`src/rtl/aff_pkg.sv`:
```
package aff_pkg;

    // fixed field widths of the request and result channels
    localparam int ACTION_W = 3;
    localparam int ANGLE_W  = 16;
    localparam int DATA_W   = 32;

    typedef enum logic [2:0] {
        ACT_IDENT     = 3'd0,
        ACT_TRANSLATE = 3'd1,
        ACT_ROTATE    = 3'd2,
        ACT_SCALE     = 3'd3,
        ACT_COMPOSE   = 3'd4,
        ACT_POINT     = 3'd5
    } act_t;

    // multiplier operand selection
    typedef enum logic [2:0] {
        MS_NONE,
        MS_T,
        MS_T2,
        MS_PX,
        MS_DIV,
        MS_S,
        MS_MAT
    } mul_sel_t;

    // what is done with the registered product
    typedef enum logic [3:0] {
        WB_NONE,
        WB_T,
        WB_T2,
        WB_X,
        WB_P,
        WB_SIN,
        WB_ROT,
        WB_ACC0,
        WB_RES,
        WB_COMMIT,
        WB_OUT,
        WB_IDENT
    } wb_sel_t;

    typedef struct packed {
        mul_sel_t   mul;
        logic [3:0] ma;
        logic [2:0] mb;
        wb_sel_t    wb;
        logic [3:0] wi;
        logic       last;
    } uop_t;

    typedef struct packed {
        logic load;
        logic push;
        uop_t uop;
    } dp_cmd_t;

    typedef struct packed {
        logic out_free;
    } dp_status_t;

    typedef enum logic [1:0] {
        ST_IDLE,
        ST_RUN,
        ST_PUSH
    } ctrl_state_t;

    localparam int STEP_W = 6;
    localparam logic [STEP_W-1:0] MAX_STEP = 6'd56;

    // operand codes for the point coordinates on the a side of the multiplier
    localparam logic [3:0] MA_OPX = 4'd6;
    localparam logic [3:0] MA_OPY = 4'd7;

    localparam int Q30_W    = 31;
    localparam int Q30_FRAC = 30;
    localparam logic [Q30_W-1:0] Q30_ONE    = 31'h4000_0000;
    localparam logic [33:0]      TWO_PI_Q30 = 34'd6746518852;

    localparam logic [3:0] SIN_DIV0 = 4'd0;
    localparam logic [3:0] COS_DIV0 = 4'd4;

    localparam uop_t UOP_IDLE = '{mul: MS_NONE, ma: 4'd0, mb: 3'd0, wb: WB_NONE,
                                  wi: 4'd0, last: 1'b0};

    // exact floor division of a 30 bit value by a small constant:
    // multiply by ceil(2^sh / d), then shift right by sh
    function automatic logic [30:0] recip(input logic [3:0] k);
        logic [30:0] r;
        unique case (k)
            4'd0:    r = 31'd1908874354;  // 72
            4'd1:    r = 31'd1636178018;  // 42
            4'd2:    r = 31'd1717986919;  // 20
            4'd3:    r = 31'd1431655766;  // 6
            4'd4:    r = 31'd1527099484;  // 90
            4'd5:    r = 31'd1227133514;  // 56
            4'd6:    r = 31'd1145324613;  // 30
            4'd7:    r = 31'd1431655766;  // 12
            4'd8:    r = 31'd1073741824;  // 2
            default: r = 31'd0;
        endcase
        return r;
    endfunction

    function automatic logic [5:0] div_shift(input logic [3:0] k);
        logic [5:0] s;
        unique case (k)
            4'd0:    s = 6'd37;
            4'd1:    s = 6'd36;
            4'd2:    s = 6'd35;
            4'd3:    s = 6'd33;
            4'd4:    s = 6'd37;
            4'd5:    s = 6'd36;
            4'd6:    s = 6'd35;
            4'd7:    s = 6'd34;
            4'd8:    s = 6'd31;
            default: s = 6'd0;
        endcase
        return s;
    endfunction

    // one horner stage: p = 1 - ((t2 * p) >> 30) / d
    function automatic uop_t stage_uop(input logic [1:0] ph, input logic [3:0] k);
        uop_t u;
        u = UOP_IDLE;
        unique case (ph)
            2'd0: u.mul = MS_PX;
            2'd1: u.wb  = WB_X;
            2'd2:
            begin
                u.mul = MS_DIV;
                u.ma  = k;
            end
            2'd3:
            begin
                u.wb = WB_P;
                u.wi = k;
            end
            default: u = UOP_IDLE;
        endcase
        return u;
    endfunction

    // new = m * old, twelve products, overlapped issue and accumulate
    function automatic uop_t comp_uop(input logic [3:0] s);
        uop_t       u;
        logic [3:0] k;
        logic [2:0] e;
        logic       row;
        logic       half;
        logic [1:0] col;
        u = UOP_IDLE;
        if (s < 4'd12)
        begin
            k    = s;
            e    = k[3:1];
            half = k[0];
            row  = (e >= 3'd3);
            col  = row ? 2'(e - 3'd3) : e[1:0];
            u.mul = MS_MAT;
            u.ma  = 4'(row ? 3 : 0) + 4'(half);
            u.mb  = 3'(col) + (half ? 3'd3 : 3'd0);
        end
        if (s >= 4'd1 && s <= 4'd12)
        begin
            k    = s - 4'd1;
            u.wb = k[0] ? WB_RES : WB_ACC0;
            u.wi = {1'b0, k[3:1]};
        end
        if (s == 4'd13)
        begin
            u.wb   = WB_COMMIT;
            u.last = 1'b1;
        end
        return u;
    endfunction

    function automatic uop_t point_uop(input logic [2:0] s);
        uop_t       u;
        logic [1:0] k;
        u = UOP_IDLE;
        k = 2'd0;
        if (s < 3'd4)
        begin
            k     = s[1:0];
            u.mul = MS_MAT;
            u.ma  = k[0] ? MA_OPY : MA_OPX;
            u.mb  = (k[1] ? 3'd3 : 3'd0) + 3'(k[0]);
        end
        if (s >= 3'd1)
        begin
            k    = 2'(s - 3'd1);
            u.wb = k[0] ? WB_OUT : WB_ACC0;
            u.wi = {3'd0, k[1]};
        end
        if (s == 3'd4)
        begin
            u.last = 1'b1;
        end
        return u;
    endfunction

    function automatic uop_t rot_uop(input logic [STEP_W-1:0] s);
        uop_t              u;
        logic [STEP_W-1:0] o;
        u = UOP_IDLE;
        o = '0;
        priority if (s == 6'd0)
            u.mul = MS_T;
        else if (s == 6'd1)
            u.wb = WB_T;
        else if (s == 6'd2)
            u.mul = MS_T2;
        else if (s == 6'd3)
            u.wb = WB_T2;
        else if (s < 6'd20)
        begin
            o = s - 6'd4;
            u = stage_uop(o[1:0], SIN_DIV0 + 4'(o[5:2]));
        end
        else if (s == 6'd20)
            u.mul = MS_S;
        else if (s == 6'd21)
            u.wb = WB_SIN;
        else if (s < 6'd42)
        begin
            o = s - 6'd22;
            u = stage_uop(o[1:0], COS_DIV0 + 4'(o[5:2]));
        end
        else if (s == 6'd42)
            u.wb = WB_ROT;
        else
        begin
            o = s - 6'd43;
            u = comp_uop(o[3:0]);
        end
        return u;
    endfunction

    function automatic uop_t ucode(input logic [ACTION_W-1:0] act,
                                   input logic [STEP_W-1:0] s);
        uop_t u;
        u = UOP_IDLE;
        unique case (act)
            ACT_IDENT:
            begin
                u.wb   = WB_IDENT;
                u.last = 1'b1;
            end
            ACT_TRANSLATE, ACT_SCALE, ACT_COMPOSE: u = comp_uop(s[3:0]);
            ACT_ROTATE:                            u = rot_uop(s);
            ACT_POINT:                             u = point_uop(s[2:0]);
            default:                               u.last = 1'b1;
        endcase
        return u;
    endfunction

endpackage

```
`src/rtl/aff_ctrl.sv`:
```
module aff_ctrl import aff_pkg::*;
(
    input  logic                clk,
    input  logic                rst_n,
    input  logic                in_valid,
    output logic                in_ready,
    input  logic [ACTION_W-1:0] action,
    output dp_cmd_t             cmd,
    input  dp_status_t          status
);

    ctrl_state_t         state_reg, state_next;
    logic [STEP_W-1:0]   step_reg, step_next;
    logic [ACTION_W-1:0] act_reg, act_next;
    uop_t                uop;

    always_ff @(posedge clk or negedge rst_n)
    begin
        if (!rst_n)
        begin
            state_reg <= ST_IDLE;
            step_reg  <= '0;
            act_reg   <= '0;
        end
        else
        begin
            state_reg <= state_next;
            step_reg  <= step_next;
            act_reg   <= act_next;
        end
    end

    always_comb
    begin
        state_next = state_reg;
        step_next  = step_reg;
        act_next   = act_reg;
        in_ready   = 1'b0;
        cmd.load   = 1'b0;
        cmd.push   = 1'b0;
        cmd.uop    = UOP_IDLE;
        uop        = ucode(act_reg, step_reg);
        unique case (state_reg)
            ST_IDLE:
            begin
                in_ready = 1'b1;
                if (in_valid)
                begin
                    cmd.load   = 1'b1;
                    act_next   = action;
                    step_next  = '0;
                    state_next = ST_RUN;
                end
            end
            ST_RUN:
            begin
                cmd.uop = uop;
                if (uop.last)
                    state_next = (act_reg == ACT_POINT) ? ST_PUSH : ST_IDLE;
                else
                    step_next = step_reg + 1'b1;
            end
            ST_PUSH:
            begin
                if (status.out_free)
                begin
                    cmd.push   = 1'b1;
                    state_next = ST_IDLE;
                end
            end
            default: state_next = ST_IDLE;
        endcase
    end

    // no micro-program runs past MAX_STEP, the last step of the longest one
    a_step_bound: assert property (@(posedge clk) disable iff (!rst_n)
        (state_reg == ST_RUN) |-> (step_reg <= MAX_STEP))
        else $error("micro-program ran past its last step");

    // a result is only pushed into a free output register
    a_push_free: assert property (@(posedge clk) disable iff (!rst_n)
        cmd.push |-> status.out_free)
        else $error("result pushed over a pending result");

    // only a point request waits to hand off a result
    a_push_point: assert property (@(posedge clk) disable iff (!rst_n)
        (state_reg == ST_PUSH) |-> (act_reg == ACT_POINT))
        else $error("push state entered without a point request");

    // no datapath work overlaps a new load
    a_load_quiet: assert property (@(posedge clk) disable iff (!rst_n)
        cmd.load |-> (cmd.uop.mul == MS_NONE && cmd.uop.wb == WB_NONE))
        else $error("load issued during datapath work");

endmodule

```
`config.mk`:
```
export PLATFORM = sky130hd
export DESIGN_NAME = aff_ctrl
export DESIGN_NICKNAME = d
export VERILOG_FILES = /design/src/rtl/aff_pkg.sv /design/src/rtl/aff_ctrl.sv
export SDC_FILE = /design/constraint.sdc
export NUM_CORES = 1
export LEC_CHECK = 0
export ABC_CLOCK_PERIOD_IN_PS = 4500
export BUFFER_PORTS_ARGS = -buffer_cell sky130_fd_sc_hd__buf_2
export CORE_MARGIN = 4
export CORE_UTILIZATION = 45
export CTS_BUF_LIST = sky130_fd_sc_hd__clkbuf_4 sky130_fd_sc_hd__clkbuf_8
export CTS_CLUSTER_DIAMETER = 60
export DETAILED_ROUTE_END_ITERATION = 8
export PLACE_DENSITY_LB_ADDON = 0.12
export SYNTH_ARGS = -nofsm -noshare
export SYNTH_HDL_FRONTEND = slang
export SYNTH_SLANG_ARGS = --single-unit
```
`constraint.sdc`:
```
create_clock -name clk -period 4.5 [get_ports clk]
set_input_delay 0.9 -clock clk [delete_from_list [all_inputs] [get_ports clk]]
set_output_delay 0.9 -clock clk [all_outputs]
set_load 0.005 [all_outputs]
```
-- Word level (Yosys, flattened, before mapping)
Cells that the tools add are included.
- register bits: 11
- reduce and logical (&&, ||, !) cells: 12
- muxes and demuxes: 92
- add/subtract/negate cells: 15
- equal/unequal tests: 26
- $lt $le $gt $ge: 12
- operators with widths (cell ; number):
    $mux W19 ; 16
    $mux W10 ; 18
    $mux W4 ; 13
    $mux W16 ; 3
    $pmux W10 S3 ; 1
    $mux W8 ; 3
    $pmux W3 S2 ; 4
    $mux W2 ; 11
    $mux W5 ; 4
    $pmux W4 S4 ; 1
    $eq A6 B2 Y1 const B ; 2
    $eq A6 B5 Y1 const B ; 2
    $mux W6 ; 2
    $pmux W4 S3 ; 1
    $pmux W6 S2 ; 1
    $eq A2 B2 Y1 const B ; 5
    $add A2 B1 Y3 ; 3
    $eq A3 B3 Y1 const B ; 3
    $mux W1 ; 9
    $mux W3 ; 3
    $eq A4 B4 Y1 const B ; 2
    $ge A4 B1 Y1 const B ; 2
    $le A4 B4 Y1 const B ; 2
    $lt A4 B4 Y1 const B ; 2
    30 further kinds ; 44

-- Longest topological paths before layout
Gate-level depths: netlist (run 1).
- depth after elaboration: 41
- gate-level depth with buffers: 13
- depth with buffers taken out: 11

-- Least setup slack after synthesis (run 1)
Ideal clock, no wire load.
- path type: reg2out
- from: register step_reg[2]
- to: output port cmd[3] (netlist bit)
- cell stages (with the launch flop): 13
- arrival: 2.977 ns
- path slack: 0.623 ns
- cell sequence: dfrtp_1 -> clkbuf_1 -> clkbuf_1 -> inv_1 -> ha_1 -> clkbuf_1 -> inv_1 -> ha_1 -> or3b_2 -> a21oi_1 -> nor4_1 -> nand3b_1 -> a21oi_1
- RTL lines (what ; line ; text):
    from (decl) ; aff_ctrl.sv:13 ; logic [STEP_W-1:0] step_reg, step_next;
    from (signal assigned) ; aff_ctrl.sv:28 ; step_reg <= step_next;
    to (decl) ; aff_ctrl.sv:8 ; output dp_cmd_t cmd,

==> metrics, run 1 <==
status finished, final reports clean; Top Usage Layer GRT met2; setup_tns 0 ps; Detail Route Antenna Nets 0; Worst EP arrival 3300 ps; ant diodes 0; CTS tree done; total power per unit cell area 635 nW/um2; critical path capture point type primary output; post-DP HPWL 5540 um; gr usage total 0.237; number of flops mapped to enable cells by yosys 0; hold_buf cts 0; Final Worst Setup Slack 299 ps; total CTS buffers 3; dominant cell type by area after synthesis ha_1; Setup violations, final 0; Buf+Inv Stages, Crit Path 3; row cnt 25; Placed Area 2540 um2; RSZ-0062 raised after global routing no; Synth Area in Adders 0.168; total power 1.64 mW; initial core utilization 0.479; register bit total from synthesis 11; area grow syn2layout 11.3%; Comb pwr share 0.811; crit-path max FO 15; routed wire length 7280 um; Hold Crit Class input port to asynchronous set/reset pin; Least-Margin Pin Slew 877 ps; area of the core 4850 um2; Rel. slew slack 0.414; worst vdd ir 0.275 mV; post-synthesis compound-gate area fraction 0.277; setup bufs post-CTS 0; Pins Over Slew Limit 0; switching power 0.912 mW; Avg Cell Area, Syn 7.56 um2; routed wire length per instance 18.4 um; DRT Pass-1 Iters 5; Vias/cell 6.29; CP delay by family, top adder cells; Clock Path Buffers 2; clk_lat worst skew 240 ps; post-CTS sizing 0; Die Y 79.8 um; slowest library cell on the worst path dfrtp_1; switch share 0.556; final worst path period share 0.934; met1 Resource Use GR 0.326; final hold violation count 0; slowest stage delay, CP 680 ps; Commonest cells post-synth nand2_1 (30), nor2_1 (30), ha_1 (28); Ys Warns 0; data required time at the worst endpoint 3600 ps; GRT overflow 0; Synth area leaders ha_1 (15%), dfrtp_1 (12%), mux2i_1 (5.2%), nand2_1 (4.9%), nor2_1 (4.9%); PortBufs 28; f_max 238 MHz; die area 6370 um2; die width 79.8 um; Detailed Route Iter0 Violations 310; Layout Nets 367; startpoint types flip-flop; first-pass GRT wire length 11900 um; Clock Power Share 0.061; total I/O pin count 29; largest net degree at the start of global routing 21; drt drc 0; Flop pwr share 0.128; CTS Root Cell clkbuf_8; H-tree Lvls 1; Clock Skews 4.99 ps; Cells after DPL 392; simple-gate share of the synthesized area 0.281; number of global-route vias before repair 2295; crit-path cells inv_1 > ha_1 > inv_1 > ha_1 > or3b_2 > a21oi_1 > nor4_1 > nand3b_1 > a21oi_1 > buf_2; Crit Path Class flip-flop to primary output; Layout Cells excl Fill 396; Post-Syn Area 2320 um2; Final Cell Area 2580 um2; Int Pwr 0.729 mW; fraction of layout cells with a size suffix above 1 0.182; antenna violations before repair 0; largest family of logic cells by synthesized area simple AND/OR/NAND/NOR gates; GR Util met2 0.387; post-synthesis sequential area ratio 0.119; final core utilization 0.533; ys async rst share 1.00; proportion of synthesized area in mux cells 0.0615; crit path time final 4200 ps; P_leak 1.14 nW; number of flip-flops in the largest register 6; Syn Inst Count 307; Setup WS pre-CTS 616 ps; ys flop type dfrtp_1; maxcap violations 0; post-synth top area share 0.151; Clock transition at path regs 60 ps; syn nets 344; gpl congestion 0.916; clock sink count 11; Post-Synth XOR/XNOR Area 0.0302; synth unique cells 66; M3 GR Usage 0.0350; total vias in the final route 2490; Hold Slack 529 ps
==> final timing paths <==
kind / cells after the start / end / from / slack [ps]
max in group asynchronous: 1 / act_reg[0]$_DFFE_PN0P_ / rst_n / 3750
min reg2reg: 2 / step_reg[2]$_DFFE_PN0P_ / step_reg[2]$_DFFE_PN0P_ / 550
min: 1 / step_reg[3]$_DFFE_PN0P_ / rst_n / 530
min in group clk: 2 / step_reg[2]$_DFFE_PN0P_ / step_reg[2]$_DFFE_PN0P_ / 550
max reg2reg: 7 / state_reg[0]$_DFFE_PN0P_ / step_reg[1]$_DFFE_PN0P_ / 1450
max: 10 / cmd[3] / step_reg[1]$_DFFE_PN0P_ / 300
==> per-layer routing <==
| metal | up-vias | share of wire |
|---|---|---|
| li1 | 1178 | - |
| met1 | 1189 | 0.46 |
| met2 | 113 | 0.45 |
| met3 | 10 | 0.075 |
| met4 | 0 | 0.015 |
| met5 | - | 0 |
==> layout by cell type, fill, tap and decap left out, types with 3 or more instances in the layout <==
| cell type | Yosys | routed |
|---|---|---|
| nor3_1 | 7 | 7 |
| nor2_1 | 30 | 30 |
| xnor2_1 | 5 | 5 |
| nor4_1 | 3 | 3 |
| nand2b_1 | 7 | 7 |
| a21o_1 | 3 | 3 |
| o21ai_0 | 8 | 8 |
| nand3b_1 | 3 | 3 |
| nor3b_1 | 5 | 5 |
| nand3_1 | 3 | 3 |
| clkbuf_8 | 0 | 3 |
| nor2b_1 | 6 | 6 |
| nand2_1 | 30 | 30 |
| or3_1 | 3 | 3 |
| a31oi_1 | 4 | 4 |
| o221ai_1 | 5 | 5 |
| and2_1 | 3 | 3 |
| a32oi_1 | 3 | 3 |
| inv_1 | 15 | 15 |
| a21boi_0 | 4 | 4 |
| or3b_2 | 5 | 5 |
| buf_4 | 0 | 11 |
| a21oi_1 | 20 | 20 |
| ha_1 | 28 | 28 |
| a211oi_1 | 5 | 5 |
| o22ai_1 | 5 | 5 |
| xor2_1 | 3 | 3 |
| mux2i_1 | 12 | 12 |
| dfrtp_1 | 11 | 11 |
| buf_2 | 3 | 28 |
==> power groups by stage <==
stage / Combinational (mW) / Clock [mW] / Sequential (mW)
4_1_cts: 1.31 / 0.103 / 0.207
3_5_place_dp: 1.30 / 0 / 0.209
3_3_place_gp: 1.31 / 0 / 0.209
6_report: 1.33 / 0.101 / 0.209
5_1_grt: 1.47 / 0.111 / 0.216
2_1_floorplan: 0.986 / 0 / 0.157
==> kinds of logic (layout without fill, tap and decap cells) <==
family / Yosys count / count (layout)
AO/OA/AOI/OAI: 89 / 89
buffers and inverters: 36 / 58
multiplexers: 14 / 14
AND/OR/NAND/NOR: 119 / 119
adder cells (fa/ha/maj): 30 / 30
XOR/XNOR: 8 / 8
flip-flops: 11 / 11
==> layout make-up <==
| type | instances | area, um2 |
|---|---|---|
| well taps | 67 | 83.8 |
| inverters | 15 | 56.3 |
| fillers | 486 | 2260 |
| multi-input cells | 260 | 1900 |
| clock buffers | 3 | 41.3 |
| repair buffers | 39 | 223 |
| flip-flops and latches | 11 | 275 |
| clock inverters | 1 | 5.00 |
Power figures use the tool's default switching activity.
==> inputs of run 2 (changes only) <==
--- a/config.mk
+++ b/config.mk
@@ -13,6 +13,7 @@
 export CTS_CLUSTER_DIAMETER = 60
 export DETAILED_ROUTE_END_ITERATION = 8
 export PLACE_DENSITY_LB_ADDON = 0.12
+export RECOVER_POWER = 25
 export SYNTH_ARGS = -nofsm -noshare
 export SYNTH_HDL_FRONTEND = slang
 export SYNTH_SLANG_ARGS = --single-unit
==> run 2 against run 1 <==
Effect of this change: hold slack improved by 16 ps; die area stayed put; via count is the same; fmax stayed put; routed wire length is the same; utilization is essentially flat; sequential cell count unchanged; count of clock-buffer cells in the layout stayed put.
==> metrics, run 2 (synthesis gave the netlist of run 1 again) <==
clock sink count 11; DRT Pass-1 Iters 5; data required time at the worst endpoint 3600 ps; routed wire length per instance 18.4 um; H-tree Lvls 1; total I/O pin count 29; post-CTS sizing 0; Setup WS pre-CTS 616 ps; total power 1.64 mW; crit-path max FO 15; worst vdd ir 0.275 mV; total power per unit cell area 636 nW/um2; PortBufs 28; clk_lat worst skew 240 ps; Rel. slew slack 0.414; total CTS buffers 3; setup bufs post-CTS 0; die area 6370 um2; routed wire length 7280 um; Detail Route Antenna Nets 0; Pins Over Slew Limit 0; f_max 238 MHz; post-DP HPWL 5540 um; largest net degree at the start of global routing 21; initial core utilization 0.479; critical path capture point type primary output; crit path time final 4200 ps; Die Y 79.8 um; antenna violations before repair 0; number of global-route vias before repair 2295; ant diodes 0; die width 79.8 um; Clock Path Buffers 2; fraction of layout cells with a size suffix above 1 0.179; CTS tree done; Clock transition at path regs 60 ps; Vias/cell 6.29; area of the core 4850 um2; Hold Crit Class flip-flop to flip-flop; Clock Skews 4.99 ps; startpoint types flip-flop; drt drc 0; Detailed Route Iter0 Violations 310; Least-Margin Pin Slew 877 ps; P_leak 1.13 nW; hold_buf cts 0; Final Worst Setup Slack 299 ps; CTS Root Cell clkbuf_8; Worst EP arrival 3300 ps; final worst path period share 0.934; setup_tns 0 ps; number of flip-flops in the largest register 6; maxcap violations 0; Setup violations, final 0; gpl congestion 0.916; final hold violation count 0; status finished, final reports clean; leading cell types in the layout, fill and taps excluded nor2_1 (30), nand2_1 (30), ha_1 (28); first-pass GRT wire length 11900 um; GRT overflow 0; RSZ-0062 raised after global routing no; total vias in the final route 2490; area grow syn2layout 11.3%; row cnt 25; gr usage total 0.237; Crit Path Class flip-flop to primary output; Layout Nets 367
## run 2: area by class of cell
class                      instances  area [um2]
inverter                          15        56.3
sequential                        11         275
timing repair buffer              39         221
tap                               67        83.8
fill                             486        2270
multi-input combinational        260        1900
clock inverter                     1        5.00
clock buffer                       3        41.3
## run 2: per-layer routing
layer  vias up  share of wire  global-route usage
li1       1178              -                   -
met1      1189           0.46               0.326
met2       113           0.45               0.387
met3        10          0.075              0.0350
met4         0          0.015              0.0557
met5         -              0                   0
## run 2: worst paths after layout
kind                                    startpoint                       end  slack [ps]  cells past startpoint
setup / recovery           step_reg[1]$_DFFE_PN0P_                    cmd[3]         300                     10
hold / removal             step_reg[2]$_DFFE_PN0P_   step_reg[2]$_DFFE_PN0P_         550                      2
setup reg to reg           step_reg[1]$_DFFE_PN0P_  state_reg[0]$_DFFE_PN0P_        1450                      7
hold reg to reg            step_reg[2]$_DFFE_PN0P_   step_reg[2]$_DFFE_PN0P_         550                      2
max in group asynchronous                    rst_n    act_reg[0]$_DFFE_PN0P_        3410                      1
min in group asynchronous                    rst_n   step_reg[3]$_DFFE_PN0P_         660                      1
## run 2: per-stage QoR
| stage | hold WS [ps] | cells | cell area (um2) | util |
|---|---|---|---|---|
| finish | 545 | 396 | 2580 | 0.533 |
| global route | 586 | 396 | 2580 | 0.533 |
| CTS | 532 | 396 | 2580 | 0.533 |
| detailed placement | 539 | 392 | 2540 | 0.523 |
| global placement | 534 | 392 | 2540 | 0.523 |
| floorplan | 516 | 307 | 2320 | - |
## run 2: critical path, stage by stage (launching register included)
cell      delay [ps]
dfrtp_1          680
inv_1            250
ha_1             520
inv_1            150
ha_1             230
or3b_2           440
a21oi_1          200
nor4_1            70
nand3b_1         190
a21oi_1          180
buf_2            140
## run 2: report_power, final
part	switching, mW	total, mW	internal [mW]
clock	0.0400	0.101	0.0610
sequential	0.0806	0.209	0.129
combinational	0.792	1.33	0.539
total	0.912	1.64	0.729
==> inputs of run 3 (changes only) <==
--- a/config.mk
+++ b/config.mk
@@ -8,7 +8,7 @@
 export ABC_CLOCK_PERIOD_IN_PS = 4500
 export BUFFER_PORTS_ARGS = -buffer_cell sky130_fd_sc_hd__buf_2
 export CORE_MARGIN = 4
-export CORE_UTILIZATION = 45
+export CORE_UTILIZATION = 55
 export CTS_BUF_LIST = sky130_fd_sc_hd__clkbuf_4 sky130_fd_sc_hd__clkbuf_8
 export CTS_CLUSTER_DIAMETER = 60
 export DETAILED_ROUTE_END_ITERATION = 8
==> run 3 against run 2 <==
Effect of this change: fmax rose by 1.0%; hold slack improved by 1.2 ps; global-route usage rose by 4.6 points; setup slack improved by 43 ps; sequential power fell by 4%; utilization rose by 11 points; sequential cell count did not move; critical path type unchanged; cell area fell by 0.44%; sequential share of layout area barely moved; largest cell class unchanged; first-iteration DRC count rose by 11%; final cell count fell by 4.0%; total power rose by 0.29%.
==> metrics, run 3 (synthesis gave the netlist of run 1 again) <==
status finished, final reports clean; Hold Crit Class flip-flop to flip-flop; Detail Route Antenna Nets 0; startpoint types flip-flop; post-CTS sizing 0; Layout Cells excl Fill 380; Layout Nets 368; Clock Path Buffers 2; Die Y 73.0 um; Crit. Startpoint step_reg[1]$_DFFE_PN0P_; total I/O pin count 29; gr usage total 0.282; routed wire length 7140 um; routed wire length per instance 18.8 um; RR Startpoint step_reg[1]$_DFFE_PN0P_; row cnt 23; total power per unit cell area 640 nW/um2; crit-path cells inv_1 > ha_1 > ha_1 > nor2_1 > nand2_1 > a21oi_1 > ha_1 > fa_1 > a211oi_1 > nor2_1 > buf_2; Clock transition at path regs 50 ps; slowest stage delay, CP 700 ps; area of the core 4030 um2; Pins Over Slew Limit 0; most used cell, CP ha_1; fraction of layout cells with a size suffix above 1 0.182; CTS tree done; ant diodes 0; data required time at the worst endpoint 3600 ps; die width 73.0 um; GRT overflow 0; RSZ-0062 raised after global routing no; hold_buf cts 0; Buf+Inv Stages, Crit Path 2; crit path time final 4160 ps; Final Cell Area 2570 um2; PortBufs 28; DRT Pass-1 Iters 5; Final Worst Setup Slack 341 ps; Worst EP arrival 3260 ps; final hold violation count 0; gpl congestion 0.957; Setup violations, final 0; P_leak 1.14 nW; f_max 240 MHz; maxcap violations 0; Cells after DPL 376; CTS Root Cell clkbuf_8; Rel. slew slack 0.484; die area 5320 um2; total power 1.65 mW; crit-path max FO 15; leading cell types in the layout, fill and taps excluded nor2_1 (30), nand2_1 (30), ha_1 (28); number of flip-flops in the largest register 6; clk_lat worst skew 240 ps; number of global-route vias before repair 2287; initial core utilization 0.576; largest net degree at the start of global routing 21; first-pass GRT wire length 11700 um; total vias in the final route 2482; final worst path period share 0.924; Crit Path Class flip-flop to primary output; Setup WS pre-CTS 671 ps; post-DP HPWL 5460 um; critical path capture point type primary output; antenna violations before repair 0; clock sink count 11; worst vdd ir 0.385 mV; Clock Skews 4.19 ps; HP Start step_reg[2]$_DFFE_PN0P_; CP delay by family, top adder cells; setup bufs post-CTS 0; Vias/cell 6.53; Placed Area 2520 um2; drt drc 0; setup_tns 0 ps; Detailed Route Iter0 Violations 345; area grow syn2layout 10.8%; total CTS buffers 3; Least-Margin Pin Slew 773 ps; H-tree Lvls 1; slowest library cell on the worst path dfrtp_1
-- run 3: cell types whose count changed in the layout (fill, tap and decap cells not counted) --
cell	delta
buf_4	+1
clkbuf_4	+1
clkinv_2	-1
-- run 3: layer usage --
metal / up-vias / wire length (um) / track usage
met5: - / 0 / 0
met4: 0 / 102 / 0.0799
met3: 11 / 485 / 0.0331
met2: 116 / 3210 / 0.426
met1: 1174 / 3340 / 0.421
li1: 1181 / - / -
-- run 3: power breakdown --
group	switching, mW	leakage [nW]	internal [mW]	total, mW
Clock	0.0391	0.0262	0.0684	0.108
Sequential	0.0723	0.142	0.129	0.201
Combinational	0.795	0.971	0.542	1.34
Total	0.907	1.14	0.740	1.65
-- run 3: worst reg2reg max path, stage by stage, from the launching register on --
cell       delay [ps]
dfrtp_1           700
inv_1             280
ha_1              270
or4_4             530
a2111oi_2         370
nor4b_4           500
nor3_2            170
or2_1             240
-- run 3: path summary, 6_finish.rpt --
check,endpoint,slack (ps),cells past startpoint
worst max register to register,state_reg[0]$_DFFE_PN0P_,1330,7
worst min register to register,step_reg[2]$_DFFE_PN0P_,550,2
worst min-delay path,step_reg[2]$_DFFE_PN0P_,550,2
min in group asynchronous,step_reg[4]$_DFFE_PN0P_,660,1
worst max-delay path,cmd[10],340,11
max in group asynchronous,step_reg[0]$_DFFE_PN0P_,3430,1
-- run 3: metrics by stage --
stage	utilization	hold WS [ps]
floorplan	-	516
global placement	0.626	530
detailed placement	0.626	544
CTS	0.639	534
global route	0.638	596
finish	0.638	547
-- run 3: final cells by class --
cell class | count | area, um2
multi-input cells | 260 | 1900
fillers | 380 | 1460
flip-flops and latches | 11 | 275
repair buffers | 40 | 229
well taps | 50 | 62.6
inverters | 15 | 56.3
clock buffers | 4 | 48.8
